### src/hw/rtl/rpv_ram.sv
// generic single write port ram with registered read
// no dependencies
module rpv_ram #(
    parameter int WIDTH = 16,
    parameter int DEPTH = 32
) (
    input  logic                     i_clk,
    input  logic                     i_we,
    input  logic [$clog2(DEPTH)-1:0] i_waddr,
    input  logic [WIDTH-1:0]         i_wdata,
    input  logic [$clog2(DEPTH)-1:0] i_raddr,
    output logic [WIDTH-1:0]         o_rdata
);

    logic [WIDTH-1:0] r_mem [DEPTH];
    logic [WIDTH-1:0] r_rdata;

    always_ff @(posedge i_clk) begin
        if (i_we) begin
            r_mem[i_waddr] <= i_wdata;
        end
        r_rdata <= r_mem[i_raddr];
    end

    assign o_rdata = r_rdata;

endmodule

### config.mk
export PLATFORM = sky130hd
export DESIGN_NAME = rpv_ram
export DESIGN_NICKNAME = d
export VERILOG_FILES = /design/src/hw/rtl/rpv_ram.sv
export SDC_FILE = /design/constraint.sdc
export NUM_CORES = 1
export LEC_CHECK = 0
export BUFFER_PORTS_ARGS = -buffer_cell sky130_fd_sc_hd__buf_2
export CAP_MARGIN = 20
export CORE_MARGIN = 3
export CORE_UTILIZATION = 40
export CTS_CLUSTER_SIZE = 25
export DETAILED_ROUTE_END_ITERATION = 8
export GPL_TIMING_DRIVEN = 0
export PLACE_DENSITY = 0.58
export SLEW_MARGIN = 5
export SYNTH_ARGS = -nofsm -noshare
export SYNTH_HDL_FRONTEND = slang
export SYNTH_SLANG_ARGS = --single-unit
export TNS_END_PERCENT = 30
### constraint.sdc
create_clock -name i_clk -period 3.8 [get_ports i_clk]
set_input_delay 0.38 -clock i_clk [delete_from_list [all_inputs] [get_ports i_clk]]
set_output_delay 0.38 -clock i_clk [all_outputs]
set_load 0.02 [all_outputs]
==> results.toml <==
[logic_synthesis]
yosys-top-cells-count = "edfxtp_1 (512), mux2i_1 (256), a22oi_1 (64), nand3_1 (34)"
post-synth-top-count-cell = "edfxtp_1"
seq_area_frac_synth_pct = 76.4
netlist_area_um2 = 20500
synth_area_leaders = "edfxtp_1 (75%), mux2i_1 (12%), a22oi_1 (2.3%)"
yosys_warnings = 0
synth_edf_count = 512
synth_top_area_share_pct = 74.9
synth_cells = 1143
ys_ff_latch = 528
syn_area_per_cell_um2 = 18.0
ys.flop_type = "edfxtp_1"
synth_cell_types = 26
synth_top_area_cell = "edfxtp_1"
synthesis.nets = 1171
async_flop_share_pct = 0

[worst_setup_path]
path_buf_inv = 2
start_kind = "input pin"
cp.arrival_ns = 2.20
reg2reg_depth = 5
max_stage_delay_ns = 0.82
crit_path_end_kind = "register"
crit_type = "in -> reg"
r2r_slack_ns = 2.18
critPathSlowestCell = "nor2_2"
crit_family = "simple AND/OR/NAND/NOR gates"
r2r-end = "o_rdata[7]"
cp_max_fo = 16
worstReg2RegStart = "r_mem[1][7]"
path_cells = "buf_2 > or3b_2 > clkbuf_1 > nor2_2"
crit_required_ns = 4.01

[timing]
relSlewSlack_pct = 36.2
period_share_pct = 52.2
rsz0062_at_grt = "no"
setup_tns_ns = 0
whs_ns = 0.210
worst_pin_slew_ns = 0.956
drv_slew = 0
fin_skew_ns = 0.0229
fin_crit_ns = 1.98
max_freq_mhz = 504
setup_viol = 0
hold_viol = 0

[floorplan]
die_y_um = 233
core_um2 = 50500
die_x_um = 233
rows = 82
dieArea_um2 = 54100
start_util_pct = 40.7
num_io_pins = 44

[global_routing]
antenna_found_initial = 0
grt_pass1_vias = 10700
grt_use_total_pct = 18.7
grt_max_degree = 33
overflow = 0
grt_pass1_wl_mm = 72.4

[pwr]
p_sw_uw = 2670
leakage_uw = 0.00822
ir_drop_uv = 383
p_int_uw = 9490
pwr-share-comb_pct = 6.1
switching_share_pct = 22.0
pwr-share-clk_pct = 40.5
powerDensity_nw_per_um2 = 514
finalPower_uw = 12200
pwr-share-seq_pct = 53.4

[place]
port_buffers = 40
dp.cells = 1878
hpwl_mm = 32.4
place.gp.congestion = 0.811

[run]
cap_violations = 0

[routing]
routedLengthMet1_mm = 22.3
top_layer = "met4"
via_count = 10800
via_per_inst = 5.44
routed_wl_mm = 50.7
wire_per_inst_um = 25.7
wl_met2_mm = 23.2
wl_met3_mm = 3.72
drtAntennaViolNets = 0
drt-initial-drc-count = 1053
detail_route.first_pass.iterations = 5
drc_errors = 0

[clocking]
htreeDepth = 2
cts.hold.buffers_added = 0
cts_tree = "yes"
numCtsBuffers = 54
clockBufferDepth = 3
clkSinkCount = 528
post_cts_buffers = 0
path_clk_slew_ns = 0.06
cts_resized = 0
cts_root_buf = "clkbuf_16"
insertion_delay_ns = 0.61

[worst_hold_path]
min_to = "o_rdata[15]"
hp-class = "in -> reg"
hold_start = "i_raddr[3]"
hold_path_depth = 3

[final_layout]
drive_above_1_share_pct = 17.2
final_core_util_pct = 46.8
syn_to_final_growth_pct = 15.1
nets = 1290
fin_cells = 1978

[outcome]
run_status = "complete, no violations"
[flip-flops by register name, summed over array words and instances, names as in the netlist]
signal,count
r_mem,512
o_rdata,16
[worst register-to-register path: stages (launching register included)]
cell	delay, ns
edfxtp_1	0.35
mux2i_1	0.14
a22o_1	0.20
nor3_1	0.10
a31oi_1	0.54
nand3_1	0.16
[worst max path at each step]
stage               start           end  slack, ns  depth (start not counted)
2_1_floorplan  i_waddr[1]  r_mem[12][0]       1.68                          3
3_3_place_gp   i_waddr[1]  r_mem[24][3]       0.83                          4
3_5_place_dp   i_waddr[1]  r_mem[12][7]       1.19                          4
4_1_cts        i_waddr[1]  r_mem[12][3]       1.86                          4
5_1_grt        i_waddr[1]  r_mem[16][6]       1.71                          4
6_report       i_waddr[1]  r_mem[16][6]       1.82                          4
[power groups by stage]
stage	sequential (µW)	combinational [µW]	clock, µW
2_1_floorplan	6650	364	0
3_3_place_gp	6620	716	0
3_5_place_dp	6620	739	0
4_1_cts	6500	740	5030
5_1_grt	6500	782	5270
6_report	6500	740	4920
[metal layers]
| layer | vias to the layer above | GRT usage (%) |
|---|---|---|
| met5 | - | 0 |
| met2 | 355 | 29.0 |
| li1 | 4799 | - |
| met3 | 91 | 3.67 |
| met1 | 5508 | 26.5 |
| met4 | 0 | 6.45 |
[through the flow]
stage	cell area [µm²]	setup WS (ns)
floorplan	20500	1.68
global placement	21600	0.835
detailed placement	22000	1.19
CTS	23600	1.86
global route	23600	1.71
finish	23600	1.82
[layout make-up]
type	count	area (µm²)
Multi-Input combinational cell	548	4380
Sequential cell	528	15700
Fill cell	4341	26800
Antenna cell	1	2.50
Buffer	67	541
Clock inverter	32	220
Tap cell	672	841
Timing Repair Buffer	63	531
Clock buffer	67	1420
[kinds of logic after synthesis]
kind of cell | Yosys count | share of synthesized area (%)
AND/OR/NAND/NOR | 148 | 3.49
buffers and inverters | 67 | 2.63
AO/OA/AOI/OAI | 144 | 4.97
multiplexers | 256 | 12.5
flip-flops | 528 | 76.4
[placed cells by master (no fill, tap or decap), types with 3 or more instances in the layout]
| cell | netlist | layout |
|---|---|---|
| edfxtp_1 | 512 | 512 |
| mux2i_1 | 256 | 256 |
| a22oi_1 | 64 | 64 |
| buf_2 | 19 | 59 |
| clkbuf_16 | 0 | 55 |
| nand3_1 | 34 | 34 |
| nand2_1 | 33 | 33 |
| a21oi_1 | 32 | 32 |
| a22o_1 | 32 | 32 |
| nor2_2 | 0 | 32 |
| buf_8 | 6 | 25 |
| clkbuf_1 | 12 | 24 |
| buf_4 | 19 | 19 |
| clkinv_1 | 0 | 17 |
| nor3_1 | 16 | 16 |
| a31oi_1 | 16 | 16 |
| nand4_1 | 16 | 16 |
| dfxtp_1 | 16 | 16 |
| buf_6 | 6 | 10 |
| clkinv_2 | 0 | 8 |
| buf_12 | 5 | 5 |
| nand3b_1 | 5 | 5 |
| or3b_2 | 3 | 3 |
(Power assumes the default switching activity.)
