==> src/hw/rtl/rpv_pkg.sv <==
// shared types and constants for the rule pattern vote classifier
// no dependencies
package rpv_pkg;

    localparam int NUM_PATTERNS = 64;
    localparam int MAX_LITERALS = 8;
    localparam int NUM_ATTRS    = 32;
    localparam int NUM_CLASSES  = 8;

    localparam int PAT_W   = $clog2(NUM_PATTERNS);
    localparam int SLOT_W  = $clog2(MAX_LITERALS);
    localparam int LADDR_W = PAT_W + SLOT_W;
    localparam int ATTR_W  = $clog2(NUM_ATTRS);
    localparam int CLS_W   = $clog2(NUM_CLASSES);
    localparam int SCORE_W = 24;
    localparam int VAL_W   = 16;

    localparam int HDR_W = 4 + 2 * CLS_W + VAL_W;
    localparam int LIT_W = ATTR_W + 1 + VAL_W;

    localparam logic [1:0] MODE_HDR = 2'd0;
    localparam logic [1:0] MODE_LIT = 2'd1;
    localparam logic [1:0] MODE_OBS = 2'd2;

    localparam logic [1:0] CFG_CLASS_COUNT   = 2'd0;
    localparam logic [1:0] CFG_PATTERN_COUNT = 2'd1;

    typedef enum logic [2:0] {
        ST_IDLE,
        ST_HDR,
        ST_HWAIT,
        ST_LWAIT,
        ST_OWAIT,
        ST_EMIT
    } t_state;

    typedef struct packed {
        logic                clear;
        logic                add;
        logic [CLS_W-1:0]    pos;
        logic [CLS_W-1:0]    neg;
        logic [VAL_W-1:0]    weight;
    } t_vote;

    typedef struct packed {
        logic             load;
        logic [CLS_W-1:0] idx;
        logic             last;
    } t_emit;

endpackage

==> src/hw/rtl/rpv_score.sv <==
// class score registers, winner tracking and result output register
// depends on rpv_pkg
module rpv_score import rpv_pkg::*; (
    input  logic                      i_clk,
    input  logic                      i_rst_n,
    input  t_vote                     i_vote,
    input  t_emit                     i_emit,
    output logic                      o_free,
    output logic                      o_valid,
    input  logic                      i_ready,
    output logic [CLS_W-1:0]          o_class_index,
    output logic signed [SCORE_W-1:0] o_class_score,
    output logic [CLS_W-1:0]          o_winner_class,
    output logic                      o_winner_found,
    output logic                      o_last
);

    logic signed [SCORE_W-1:0] r_score [NUM_CLASSES];
    logic signed [SCORE_W-1:0] n_score [NUM_CLASSES];
    logic signed [SCORE_W-1:0] r_best, n_best;
    logic [CLS_W-1:0]          r_win, n_win;
    logic                      r_found, n_found;
    logic                      r_valid;
    logic [CLS_W-1:0]          r_idx;
    logic signed [SCORE_W-1:0] r_out_score;
    logic [CLS_W-1:0]          r_out_win;
    logic                      r_out_found;
    logic                      r_last;
    logic signed [SCORE_W-1:0] s_sel;
    logic signed [SCORE_W-1:0] s_w;

    assign s_w   = $signed({{(SCORE_W - VAL_W){1'b0}}, i_vote.weight});
    assign s_sel = r_score[i_emit.idx];
    assign o_free = !r_valid || i_ready;

    always_comb begin
        for (int c = 0; c < NUM_CLASSES; c++) begin
            n_score[c] = r_score[c];
            if (i_vote.clear) begin
                n_score[c] = '0;
            end else if (i_vote.add) begin
                if (i_vote.pos == CLS_W'(c)) n_score[c] = n_score[c] + s_w;
                if (i_vote.neg == CLS_W'(c)) n_score[c] = n_score[c] - s_w;
            end
        end
    end

    always_comb begin
        n_best  = r_best;
        n_win   = r_win;
        n_found = r_found;
        if (i_vote.clear) begin
            n_best  = '0;
            n_win   = '0;
            n_found = 1'b0;
        end else if (i_emit.load && s_sel > 0 && s_sel > r_best) begin
            n_best  = s_sel;
            n_win   = i_emit.idx;
            n_found = 1'b1;
        end
    end

    always_ff @(posedge i_clk) begin
        for (int c = 0; c < NUM_CLASSES; c++) begin
            r_score[c] <= n_score[c];
        end
        r_best  <= n_best;
        r_win   <= n_win;
        r_found <= n_found;
        if (i_emit.load) begin
            r_idx       <= i_emit.idx;
            r_out_score <= s_sel;
            r_out_win   <= i_emit.last && n_found ? n_win : '0;
            r_out_found <= i_emit.last && n_found;
            r_last      <= i_emit.last;
        end
    end

    always_ff @(posedge i_clk) begin
        if (!i_rst_n) begin
            r_valid <= 1'b0;
        end else if (i_emit.load) begin
            r_valid <= 1'b1;
        end else if (i_ready) begin
            r_valid <= 1'b0;
        end
    end

    assign o_valid        = r_valid;
    assign o_class_index  = r_idx;
    assign o_class_score  = r_out_score;
    assign o_winner_class = r_out_win;
    assign o_winner_found = r_out_found;
    assign o_last         = r_last;

endmodule

==> config.mk <==
export PLATFORM = sky130hd
export DESIGN_NAME = rpv_score
export DESIGN_NICKNAME = d
export VERILOG_FILES = /design/src/hw/rtl/rpv_pkg.sv /design/src/hw/rtl/rpv_score.sv
export SDC_FILE = /design/constraint.sdc
export NUM_CORES = 1
export LEC_CHECK = 0
export ABC_CLOCK_PERIOD_IN_PS = 5400
export BUFFER_PORTS_ARGS = -buffer_cell sky130_fd_sc_hd__buf_4
export CAP_MARGIN = 30
export CORE_MARGIN = 10
export CORE_UTILIZATION = 36
export DETAILED_ROUTE_END_ITERATION = 10
export MAX_ROUTING_LAYER = met4
export PLACE_DENSITY = 0.56
export SLEW_MARGIN = 20
export SYNTH_ARGS = -nofsm -noshare
export SYNTH_HDL_FRONTEND = slang
export SYNTH_SLANG_ARGS = --single-unit
==> constraint.sdc <==
create_clock -name i_clk -period 5.4 [get_ports i_clk]
set_input_delay 1.08 -clock i_clk [delete_from_list [all_inputs] [get_ports i_clk]]
set_output_delay 1.08 -clock i_clk [all_outputs]
set_load 0.02 [all_outputs]
==> impl_metrics.ini <==
[outcome]
status = completed

[worst_setup_path]
crit_start = i_vote[0]
crit_type = in2reg
crit_top_cell = buf_4
crit_required_ns = 5.86
crit_path_end_kind = flip-flop
slowest_stage = or3_1
path_cells = buf_4 -> buf_4 -> ha_1 -> fa_1 -> a21oi_1 -> o21bai_2 -> buf_4 -> a21o_1 -> a21oi_1 -> xor2_1 -> o21ai_1 -> ha_1 -> or3_1 -> a211o_1 -> a31o_2 -> a21o_1 -> a31oi_2 -> nand3_1 -> nor2_1 -> mux2i_1 -> mux2_2
critPathLaunchType = primary input
worst_path_largest_cell_delay_ns = 0.41
cp_max_fo = 7
reg2reg_from = r_score[0][0]$_SDFFE_PP0P_
arrival_ns = 5.65

[route]
wl_per_cell_um = 18.7
vias = 27800
drc = 0
viasPerCell = 5.58
ant_nets = 0
drt-initial-drc-count = 1671
dr.pass1.iters = 7
wl_mm = 93.3

[sta]
maxSlewHeadroom_pct = 43.8
hold_ws_ns = 0.455
worst_pin_slew_ns = 0.843
tns_ns = 0
skew_ns = 0.0250
rsz0062_at_grt = no
slew_viol_final = 0
timing.fmax_mhz = 193
min_period_ns = 5.18
final-setup-viol-count = 0
hold_viol_final = 0
period_share_pct = 96.0

[synth]
ys_seq_elements = 253
yosys_warnings = 0
syn_avg_cell_area_sq_um = 7.69
ys_types = 97
ys_top_cells_by_count = nand2_1, nor2_1, ha_1, o21ai_0, a21oi_1
synth.largest_area_cell = dfxtp_1
syn_nets = 3940
synth-seq-area-share_pct = 19.4
yosysMostFrequentCell = nand2_1
synthArstFlopShare_pct = 0
synth_cells = 3612
synth_edf_count = 32
netlist_area_sq_um = 27800
ys_top_cells_by_area = dfxtp_1, ha_1, nand2_1
synth_top_area_share_pct = 15.9
synth_ff_type = dfxtp_1

[pwr]
power_leakage_nw = 14.5
ir_worst_vdd_mv = 0.205
power.density_nw_per_um2 = 243

[clock_tree]
clk-insertion-delay-late_ns = 0.58
numCtsBuffers = 38
cts_tree = built
clock_sinks = 253
ctsHoldBuffers = 0
htreeDepth = 2
clock_path_buffers = 3
clkTransAtPathRegs_ns = 0.06
cts_root_buf = clkbuf_16

[min_path]
hold_class = reg2reg
hp-start = r_best[23]$_SDFFE_PP0P_

[floorplan]
die_w_um = 298
core-area_sq_um = 76200
num_rows = 101
chipHeight_um = 298
design.die.area_sq_um = 88600
start_util_pct = 36.4
io_pins = 66

[place]
dpl-instance-area_sq_um = 31900
numPortBuffers = 65
gp_congestion = 0.908
dp_hpwl_mm = 73.9

[cells_and_area]
drive_above_1_share_pct = 17.4
antenna-diode-count = 0
num-fill-cells = 7717
area_delta_synth_final_pct = 19.8
nets = 4257
final_area_sq_um = 33300

[global_route]
grt_pass1_wl_mm = 146
gr-total-overflow = 0
grt_usage_pct = 20.9
grt_max_degree = 74
grt_pass1_vias = 26600
antenna_found_initial = 4

[job]
cap_violations = 0
power by group:
part,switching [mW],total [mW],internal (mW)
Sequential,0.176,2.23,2.05
Combinational,1.77,3.29,1.52
Clock,1.06,2.56,1.50
worst paths after layout:
check / slack (ns) / endpoint / depth (start not counted)
hold / removal: 0.46 / r_best[23]$_SDFFE_PP0P_ / 2
setup reg to reg: 0.65 / r_score[0][22]$_SDFFE_PP0P_ / 22
hold reg to reg: 0.46 / r_best[23]$_SDFFE_PP0P_ / 2
setup / recovery: 0.22 / r_score[3][22]$_SDFFE_PP0P_ / 21
through the flow:
| stage | setup slack [ns] | total power, mW | utilization [%] | cells |
|---|---|---|---|---|
| after CTS | 0.0639 | 8.10 | 43.5 | 4985 |
| after floorplan | 0.0342 | 4.40 | - | 3612 |
| final | 0.216 | 8.07 | 43.7 | 4986 |
| after detailed placement | -0.546 | 5.50 | 41.8 | 4918 |
| after global placement | -0.436 | 5.47 | 41.8 | 4917 |
| after global routing | 0.0104 | 8.57 | 43.7 | 4986 |
layout by cell type (no fill, tap or decap), types with 33 or more instances in the layout:
master     count
xnor2_1      156
ha_1         280
xor2_1        93
a311oi_1      45
inv_1        121
o21a_1        44
a21oi_1      225
nor3_1        80
nand4_1       38
mux4_2        48
nor2b_1       40
clkbuf_16     38
nand3_1      101
nand2_1      446
or3_1         35
o21ai_0      228
and3_1        44
a211oi_1      87
o211ai_1      33
mux2i_1       73
dfxtp_1      221
buf_4        440
mux2_2        37
nor2_1       394
a21o_1        92
nand2b_1      41
cells by family after synthesis:
kind of cell	Yosys count	share of synthesized area, %
AND/OR/NAND/NOR	1341	22.2
XOR/XNOR	249	7.85
adder cells (fa/ha/maj)	296	13.8
multiplexers	161	8.15
AO/OA/AOI/OAI	1019	24.5
buffers and inverters	293	4.06
flip-flops	253	19.4
critical path, delay by kind of cell:
| family | cells | cell delay (ns) |
|---|---|---|
| xor+xnor | 1 | 0.17 |
| compound gates | 9 | 1.79 |
| fa+ha+maj | 3 | 0.83 |
| buf+inv | 3 | 0.51 |
| simple gates | 3 | 0.72 |
| mux | 2 | 0.55 |
metal layers:
layer / share of wire, % / vias up / track usage [%]
li1: - / 13900 / -
met1: 46 / 13100 / 26.7
met2: 46 / 614 / 34.3
met3: 4.5 / 131 / 2.22
met4: 3.3 / 0 / 6.73
met5: 0 / - / -
state kept, by name, summed over array words and instances (netlist names):
name / count
r_score: 192
o_class_score: 24
r_best: 24
o_class_index: 3
o_winner_class: 3
r_win: 3
o_last: 1
o_valid: 1
o_winner_found: 1
r_found: 1
final cells by class:
type                       instances  area (sq um)  share of cell area (%)
timing repair buffer             448          3450                    10.4
multi-input combinational       3066         21400                    64.4
sequential                       253          5390                    16.2
clock inverter                    15           176                   0.530
tap                             1030          1290                    3.87
inverter                         122           459                    1.38
clock buffer                      52          1070                    3.23
what timing repair did:
item / CTS / global route
buffers inserted: 0 / 1
setup endpoints to repair: 0 / 31
resized for setup: 0 / 35
Power figures use the tool's default switching activity.
