### src/hw/rtl/rpv_pkg.sv
// shared types and constants for the rule pattern vote classifier
// no dependencies
package rpv_pkg;

    localparam int NUM_PATTERNS = 64;
    localparam int MAX_LITERALS = 8;
    localparam int NUM_ATTRS    = 32;
    localparam int NUM_CLASSES  = 8;

    localparam int PAT_W   = $clog2(NUM_PATTERNS);
    localparam int SLOT_W  = $clog2(MAX_LITERALS);
    localparam int LADDR_W = PAT_W + SLOT_W;
    localparam int ATTR_W  = $clog2(NUM_ATTRS);
    localparam int CLS_W   = $clog2(NUM_CLASSES);
    localparam int SCORE_W = 24;
    localparam int VAL_W   = 16;

    localparam int HDR_W = 4 + 2 * CLS_W + VAL_W;
    localparam int LIT_W = ATTR_W + 1 + VAL_W;

    localparam logic [1:0] MODE_HDR = 2'd0;
    localparam logic [1:0] MODE_LIT = 2'd1;
    localparam logic [1:0] MODE_OBS = 2'd2;

    localparam logic [1:0] CFG_CLASS_COUNT   = 2'd0;
    localparam logic [1:0] CFG_PATTERN_COUNT = 2'd1;

    typedef enum logic [2:0] {
        ST_IDLE,
        ST_HDR,
        ST_HWAIT,
        ST_LWAIT,
        ST_OWAIT,
        ST_EMIT
    } t_state;

    typedef struct packed {
        logic                clear;
        logic                add;
        logic [CLS_W-1:0]    pos;
        logic [CLS_W-1:0]    neg;
        logic [VAL_W-1:0]    weight;
    } t_vote;

    typedef struct packed {
        logic             load;
        logic [CLS_W-1:0] idx;
        logic             last;
    } t_emit;

endpackage

### src/hw/rtl/rpv_ctrl.sv
// classification sequencer: walks headers, literals and attributes in the rams
// depends on rpv_pkg
module rpv_ctrl import rpv_pkg::*; (
    input  logic               i_clk,
    input  logic               i_rst_n,
    input  logic               i_start,
    input  logic [PAT_W:0]     i_np,
    input  logic [CLS_W:0]     i_nc,
    output logic               o_idle,
    output logic [PAT_W-1:0]   o_hdr_raddr,
    input  logic [HDR_W-1:0]   i_hdr_rdata,
    output logic [LADDR_W-1:0] o_lit_raddr,
    input  logic [LIT_W-1:0]   i_lit_rdata,
    output logic [ATTR_W-1:0]  o_obs_raddr,
    input  logic [VAL_W-1:0]   i_obs_rdata,
    input  logic               i_out_free,
    output t_vote              o_vote,
    output t_emit              o_emit
);

    t_state               r_state, n_state;
    logic [PAT_W:0]       r_p, n_p;
    logic [SLOT_W-1:0]    r_k, n_k;
    logic [CLS_W-1:0]     r_c, n_c;
    logic [HDR_W-1:0]     r_hdr, n_hdr;
    logic                 r_dir, n_dir;
    logic signed [VAL_W-1:0] r_thr, n_thr;
    logic signed [VAL_W-1:0] s_attr;
    logic                 s_pass;
    logic                 s_lastk;
    logic                 s_lastc;

    assign s_attr  = $signed(i_obs_rdata);
    assign s_pass  = r_dir ? (s_attr < r_thr) : (s_attr > r_thr);
    assign s_lastk = ({1'b0, r_k} + 4'd1) == r_hdr[HDR_W-1 -: 4];
    assign s_lastc = ({1'b0, r_c} + 1'b1) == i_nc;

    always_comb begin
        n_state = r_state;
        unique case (r_state)
            ST_IDLE:  if (i_start) n_state = ST_HDR;
            ST_HDR:   n_state = (r_p >= i_np) ? ST_EMIT : ST_HWAIT;
            ST_HWAIT: n_state = (i_hdr_rdata[HDR_W-1 -: 4] == 4'd0) ? ST_HDR : ST_LWAIT;
            ST_LWAIT: n_state = ST_OWAIT;
            ST_OWAIT: n_state = (!s_pass || s_lastk) ? ST_HDR : ST_LWAIT;
            ST_EMIT:  if (i_out_free && s_lastc) n_state = ST_IDLE;
            default:  n_state = ST_IDLE;
        endcase
    end

    always_comb begin
        n_p   = r_p;
        n_k   = r_k;
        n_c   = r_c;
        n_hdr = r_hdr;
        n_dir = r_dir;
        n_thr = r_thr;
        o_hdr_raddr = r_p[PAT_W-1:0];
        o_lit_raddr = {r_p[PAT_W-1:0], r_k};
        o_obs_raddr = i_lit_rdata[LIT_W-1 -: ATTR_W];
        o_vote = '{clear: 1'b0, add: 1'b0, pos: r_hdr[2*CLS_W+VAL_W-1 -: CLS_W],
                   neg: r_hdr[CLS_W+VAL_W-1 -: CLS_W], weight: r_hdr[VAL_W-1:0]};
        o_emit = '{load: 1'b0, idx: r_c, last: s_lastc};
        unique case (r_state)
            ST_IDLE: begin
                if (i_start) begin
                    o_vote.clear = 1'b1;
                    n_p = '0;
                end
            end
            ST_HDR: begin
                n_c = '0;
            end
            ST_HWAIT: begin
                n_hdr = i_hdr_rdata;
                n_k   = '0;
                if (i_hdr_rdata[HDR_W-1 -: 4] == 4'd0) begin
                    o_vote.add    = 1'b1;
                    o_vote.pos    = i_hdr_rdata[2*CLS_W+VAL_W-1 -: CLS_W];
                    o_vote.neg    = i_hdr_rdata[CLS_W+VAL_W-1 -: CLS_W];
                    o_vote.weight = i_hdr_rdata[VAL_W-1:0];
                    n_p = r_p + 1'b1;
                end
                o_lit_raddr = {r_p[PAT_W-1:0], {SLOT_W{1'b0}}};
            end
            ST_LWAIT: begin
                n_dir = i_lit_rdata[VAL_W];
                n_thr = $signed(i_lit_rdata[VAL_W-1:0]);
            end
            ST_OWAIT: begin
                if (!s_pass) begin
                    n_p = r_p + 1'b1;
                end else if (s_lastk) begin
                    o_vote.add = 1'b1;
                    n_p = r_p + 1'b1;
                end else begin
                    n_k = r_k + 1'b1;
                    o_lit_raddr = {r_p[PAT_W-1:0], n_k};
                end
            end
            ST_EMIT: begin
                if (i_out_free) begin
                    o_emit.load = 1'b1;
                    n_c = r_c + 1'b1;
                end
            end
            default: begin
            end
        endcase
    end

    always_ff @(posedge i_clk) begin
        if (!i_rst_n) begin
            r_state <= ST_IDLE;
            r_p     <= '0;
            r_k     <= '0;
            r_c     <= '0;
        end else begin
            r_state <= n_state;
            r_p     <= n_p;
            r_k     <= n_k;
            r_c     <= n_c;
        end
    end

    always_ff @(posedge i_clk) begin
        r_hdr <= n_hdr;
        r_dir <= n_dir;
        r_thr <= n_thr;
    end

    assign o_idle = (r_state == ST_IDLE);

endmodule

### config.mk
export PLATFORM = sky130hd
export DESIGN_NAME = rpv_ctrl
export DESIGN_NICKNAME = d
export VERILOG_FILES = /design/src/hw/rtl/rpv_pkg.sv /design/src/hw/rtl/rpv_ctrl.sv
export SDC_FILE = /design/constraint.sdc
export NUM_CORES = 1
export LEC_CHECK = 0
export BUFFER_PORTS_ARGS = -buffer_cell sky130_fd_sc_hd__clkbuf_2
export CORE_MARGIN = 10
export CORE_UTILIZATION = 45
export DETAILED_ROUTE_END_ITERATION = 6
export GPL_ROUTABILITY_DRIVEN = 0
export HOLD_SLACK_MARGIN = 0.05
export MAX_ROUTING_LAYER = met4
export PLACE_DENSITY_LB_ADDON = 0.08
export SLEW_MARGIN = 30
export SYNTH_ARGS = -nofsm -noshare
export SYNTH_HDL_FRONTEND = slang
export SYNTH_SLANG_ARGS = --single-unit
export TNS_END_PERCENT = 5
### constraint.sdc
create_clock -name i_clk -period 2.62 [get_ports i_clk]
set_input_delay 0.524 -clock i_clk [delete_from_list [all_inputs] [get_ports i_clk]]
set_output_delay 0.524 -clock i_clk [all_outputs]
set_load 0.02 [all_outputs]
==> impl_metrics.yaml <==
outcome:
  run_status: "complete, but fails checks"
  failed_checks: "setup timing"
sta:
  maxClockFrequency_mhz: 310
  final.period_utilization_pct: 123
  normalized_max_slew_margin_pct: 54.8
  timing.final.hold_violations: 0
  finalWorstPathRequiredPeriod_ns: 3.23
  skew_ns: 0.00873
  timing_max_transition_violations_final: 0
  tightest_slew_ns: 0.677
  grt_setup_unrepaired: "yes"
  post-route-worst-setup-slack_ns: -0.608
  setup_viol: 4
setup_path:
  worst-endpoint-required_ns: 2.10
  critical_path_start_type: "register"
  data_arrival_time_of_the_critical_path_ns: 2.70
  reg2reg_depth: 12
  crit_fanout: 4
  critical_path_class: "register to output pin"
  end_kind: "output pin"
flow_run:
  maxCapViolations: 0
cells_and_area:
  drive_gt1_share_pct: 38.9
  num-fill-cells: 664
  area_growth_syn_to_layout_pct: 35.5
  final_net_count: 584
  instances_no_fill: 582
  layout.core_utilization_pct: 63.0
  insertedDiodeCount: 0
  layout.cells.most_common_list: "clkbuf_2, nand2_1, edfxtp_1"
  layout_commonest_cell: "clkbuf_2"
synth:
  synth_edf_count: 43
  syn-num-nets: 457
  synth.avg_cell_area_um2: 9.63
  syn_area_um2: 3390
  async_reset_ff_share_pct: 0
  yosysWarningCount: 0
  post_synthesis_sequential_element_count: 59
  ys_dominant_reg_cell: "edfxtp_1"
  synthesized_instance_count: 352
  seq_area_frac_synth_pct: 47.5
  synth_cell_type_count: 51
route:
  detailedRoute.firstPassIterationCount: 4
  routed_wirelength_um: 8720
  vias_per_cell: 4.97
  routedWlPerCell_um: 15.0
  drtIter0Drc: 147
  drt.antenna.violating_nets: 0
  drc: 0
  route.vias.total: 2892
global_route:
  grt_pass1_vias: 2930
  track_usage_pct: 15.2
  gr-total-overflow: 0
  initial_antenna_violation_count: 0
  grt_start_max_net_pins: 23
  grt_pass1_wl_um: 13800
floorplanning:
  ioPinCount: 129
  std_cell_core_area_um2: 7290
  initial_utilization_pct: 46.5
  width_of_the_die_um: 107
  area_of_the_die_um2: 11400
  chipHeight_um: 107
  floorplan.rows: 31
cts:
  max-clock-path-buffers: 2
  htreeDepth: 3
  clock-root-buffer: "clkbuf_8"
  cts_hold_repair.buffers: 0
  clock_edge_transition_at_the_registers_on_the_reported_setup_and_hold_paths_ns: 0.06
  cts_tree: "done"
  sinks_on_clock_net: 59
  number_of_cts_inserted_buffers: 9
  clkLatencyLatePin_ns: 0.34
placement:
  numPlacedInstances: 567
  buffer_ports.inserted: 118
  dp_hpwl_um: 6670
pwr:
  power_per_cell_area_nw_per_um2: 490
  power_leakage_nw: 2.16
  worst_ir_drop_vdd_mv: 0.417
worst_hold_path:
  timing.hold.worst.class: "primary input to register"
  timing.hold.worst_path_depth: 1
-- synth_stat cells, types with 2 or more instances --
cell type | count | area (um^2)
a21o_1 | 5 | 37.5
a21oi_1 | 17 | 85.1
a31oi_1 | 3 | 18.8
buf_4 | 18 | 135
clkbuf_1 | 9 | 33.8
dfxtp_1 | 16 | 320
edfxtp_1 | 43 | 1290
ha_1 | 26 | 325
inv_1 | 30 | 113
mux2i_1 | 3 | 30.0
nand2_1 | 92 | 345
nand2b_1 | 8 | 50.1
nand3_1 | 6 | 30.0
nand4_1 | 6 | 37.5
nor2_1 | 6 | 22.5
nor2b_1 | 4 | 25.0
nor3_1 | 3 | 15.0
o2111a_1 | 4 | 45.0
o21ai_0 | 10 | 50.1
o22ai_1 | 2 | 12.5
o31ai_1 | 3 | 22.5
o32ai_1 | 3 | 26.3
or3_1 | 2 | 12.5
xnor2_1 | 3 | 26.3
xor2_1 | 4 | 35.0
-- stage by stage --
| step | TNS, ns | total power (W) | worst slack [ns] | hold WS [ns] | area [um^2] |
|---|---|---|---|---|---|
| 6_report | -2.06 | 0.00225 | -0.608 | 0.361 | 4590 |
| 5_1_grt | -2.75 | 0.00236 | -0.762 | 0.342 | 4590 |
| 4_1_cts | -2.24 | 0.00227 | -0.645 | 0.343 | 4470 |
| 3_5_place_dp | -2.75 | 0.00138 | -0.558 | 0.484 | 4240 |
| 3_3_place_gp | -1.88 | 0.00137 | -0.487 | 0.478 | 4240 |
| 2_1_floorplan | -0.599 | 0.00125 | -0.176 | 0.451 | 3490 |
-- metal layers --
metal | up-vias | track usage, % | share of wire [%]
met3 | 12 | 4.13 | 4.7
met1 | 1324 | 17.9 | 43
met2 | 79 | 24.4 | 51
met5 | - | - | 0
li1 | 1477 | - | -
met4 | 0 | 5.61 | 1.1
-- report_power, final --
part | total (W) | switching [W] | leakage [nW] | internal, W
Clock | 0.000876 | 0.000353 | 0.104 | 0.000523
Sequential | 0.00105 | 0.0000128 | 0.522 | 0.00104
Combinational | 0.000325 | 0.000184 | 1.53 | 0.000140
-- layout make-up --
cell class	instances	area [um^2]	area share, %
Clock buffer	9	124	2.70
Sequential cell	59	1610	35.1
Tap cell	99	124	2.70
Timing Repair Buffer	143	821	17.9
Multi-Input combinational cell	236	1710	37.3
Inverter	30	116	2.53
Clock inverter	6	81.3	1.77
-- sequential cells by signal (all words and copies together), names as in the netlist --
name	flops
r_hdr	26
r_thr	16
r_p	7
r_c	3
r_k	3
r_state	3
r_dir	1
-- logic make-up after synthesis --
group	share of synthesized area [%]
compound gates	12.7
xor+xnor	1.81
fa+ha+maj	9.60
buf+inv	8.31
flops	47.5
mux	0.886
simple gates	19.2
-- worst paths after layout --
path                            slack [ns]                start                   to
worst min-delay path                  0.36      i_lit_rdata[14]  r_thr[14]$_DFFE_PP_
worst max register to register        0.11   r_thr[5]$_DFFE_PP_  r_p[4]$_SDFFE_PN0P_
worst max-delay path                 -0.61   r_thr[5]$_DFFE_PP_       o_lit_raddr[2]
worst min register to register        0.49  r_p[6]$_SDFFE_PN0P_  r_p[6]$_SDFFE_PN0P_
-- critical path: stages, from the launching register on --
cell and delay, ns:
edfxtp_1 0.35, inv_2 0.05, ha_4 0.25, buf_6 0.09
nand2_4 0.05, nor4_4 0.36, o21ai_2 0.12, and3_4 0.20
a211oi_4 0.27, or2_4 0.22, a31oi_4 0.11, a31oi_4 0.17
buf_6 0.14
-- timing repair --
action | CTS | global route
gates resized for setup | 6 | 30
pin swaps | 3 | 9
endpoints found under the hold margin | 0 | 0
buffers inserted | 0 | 0
setup endpoints to repair | 5 | 32
Note: power is estimated with default switching activity, not from simulation.
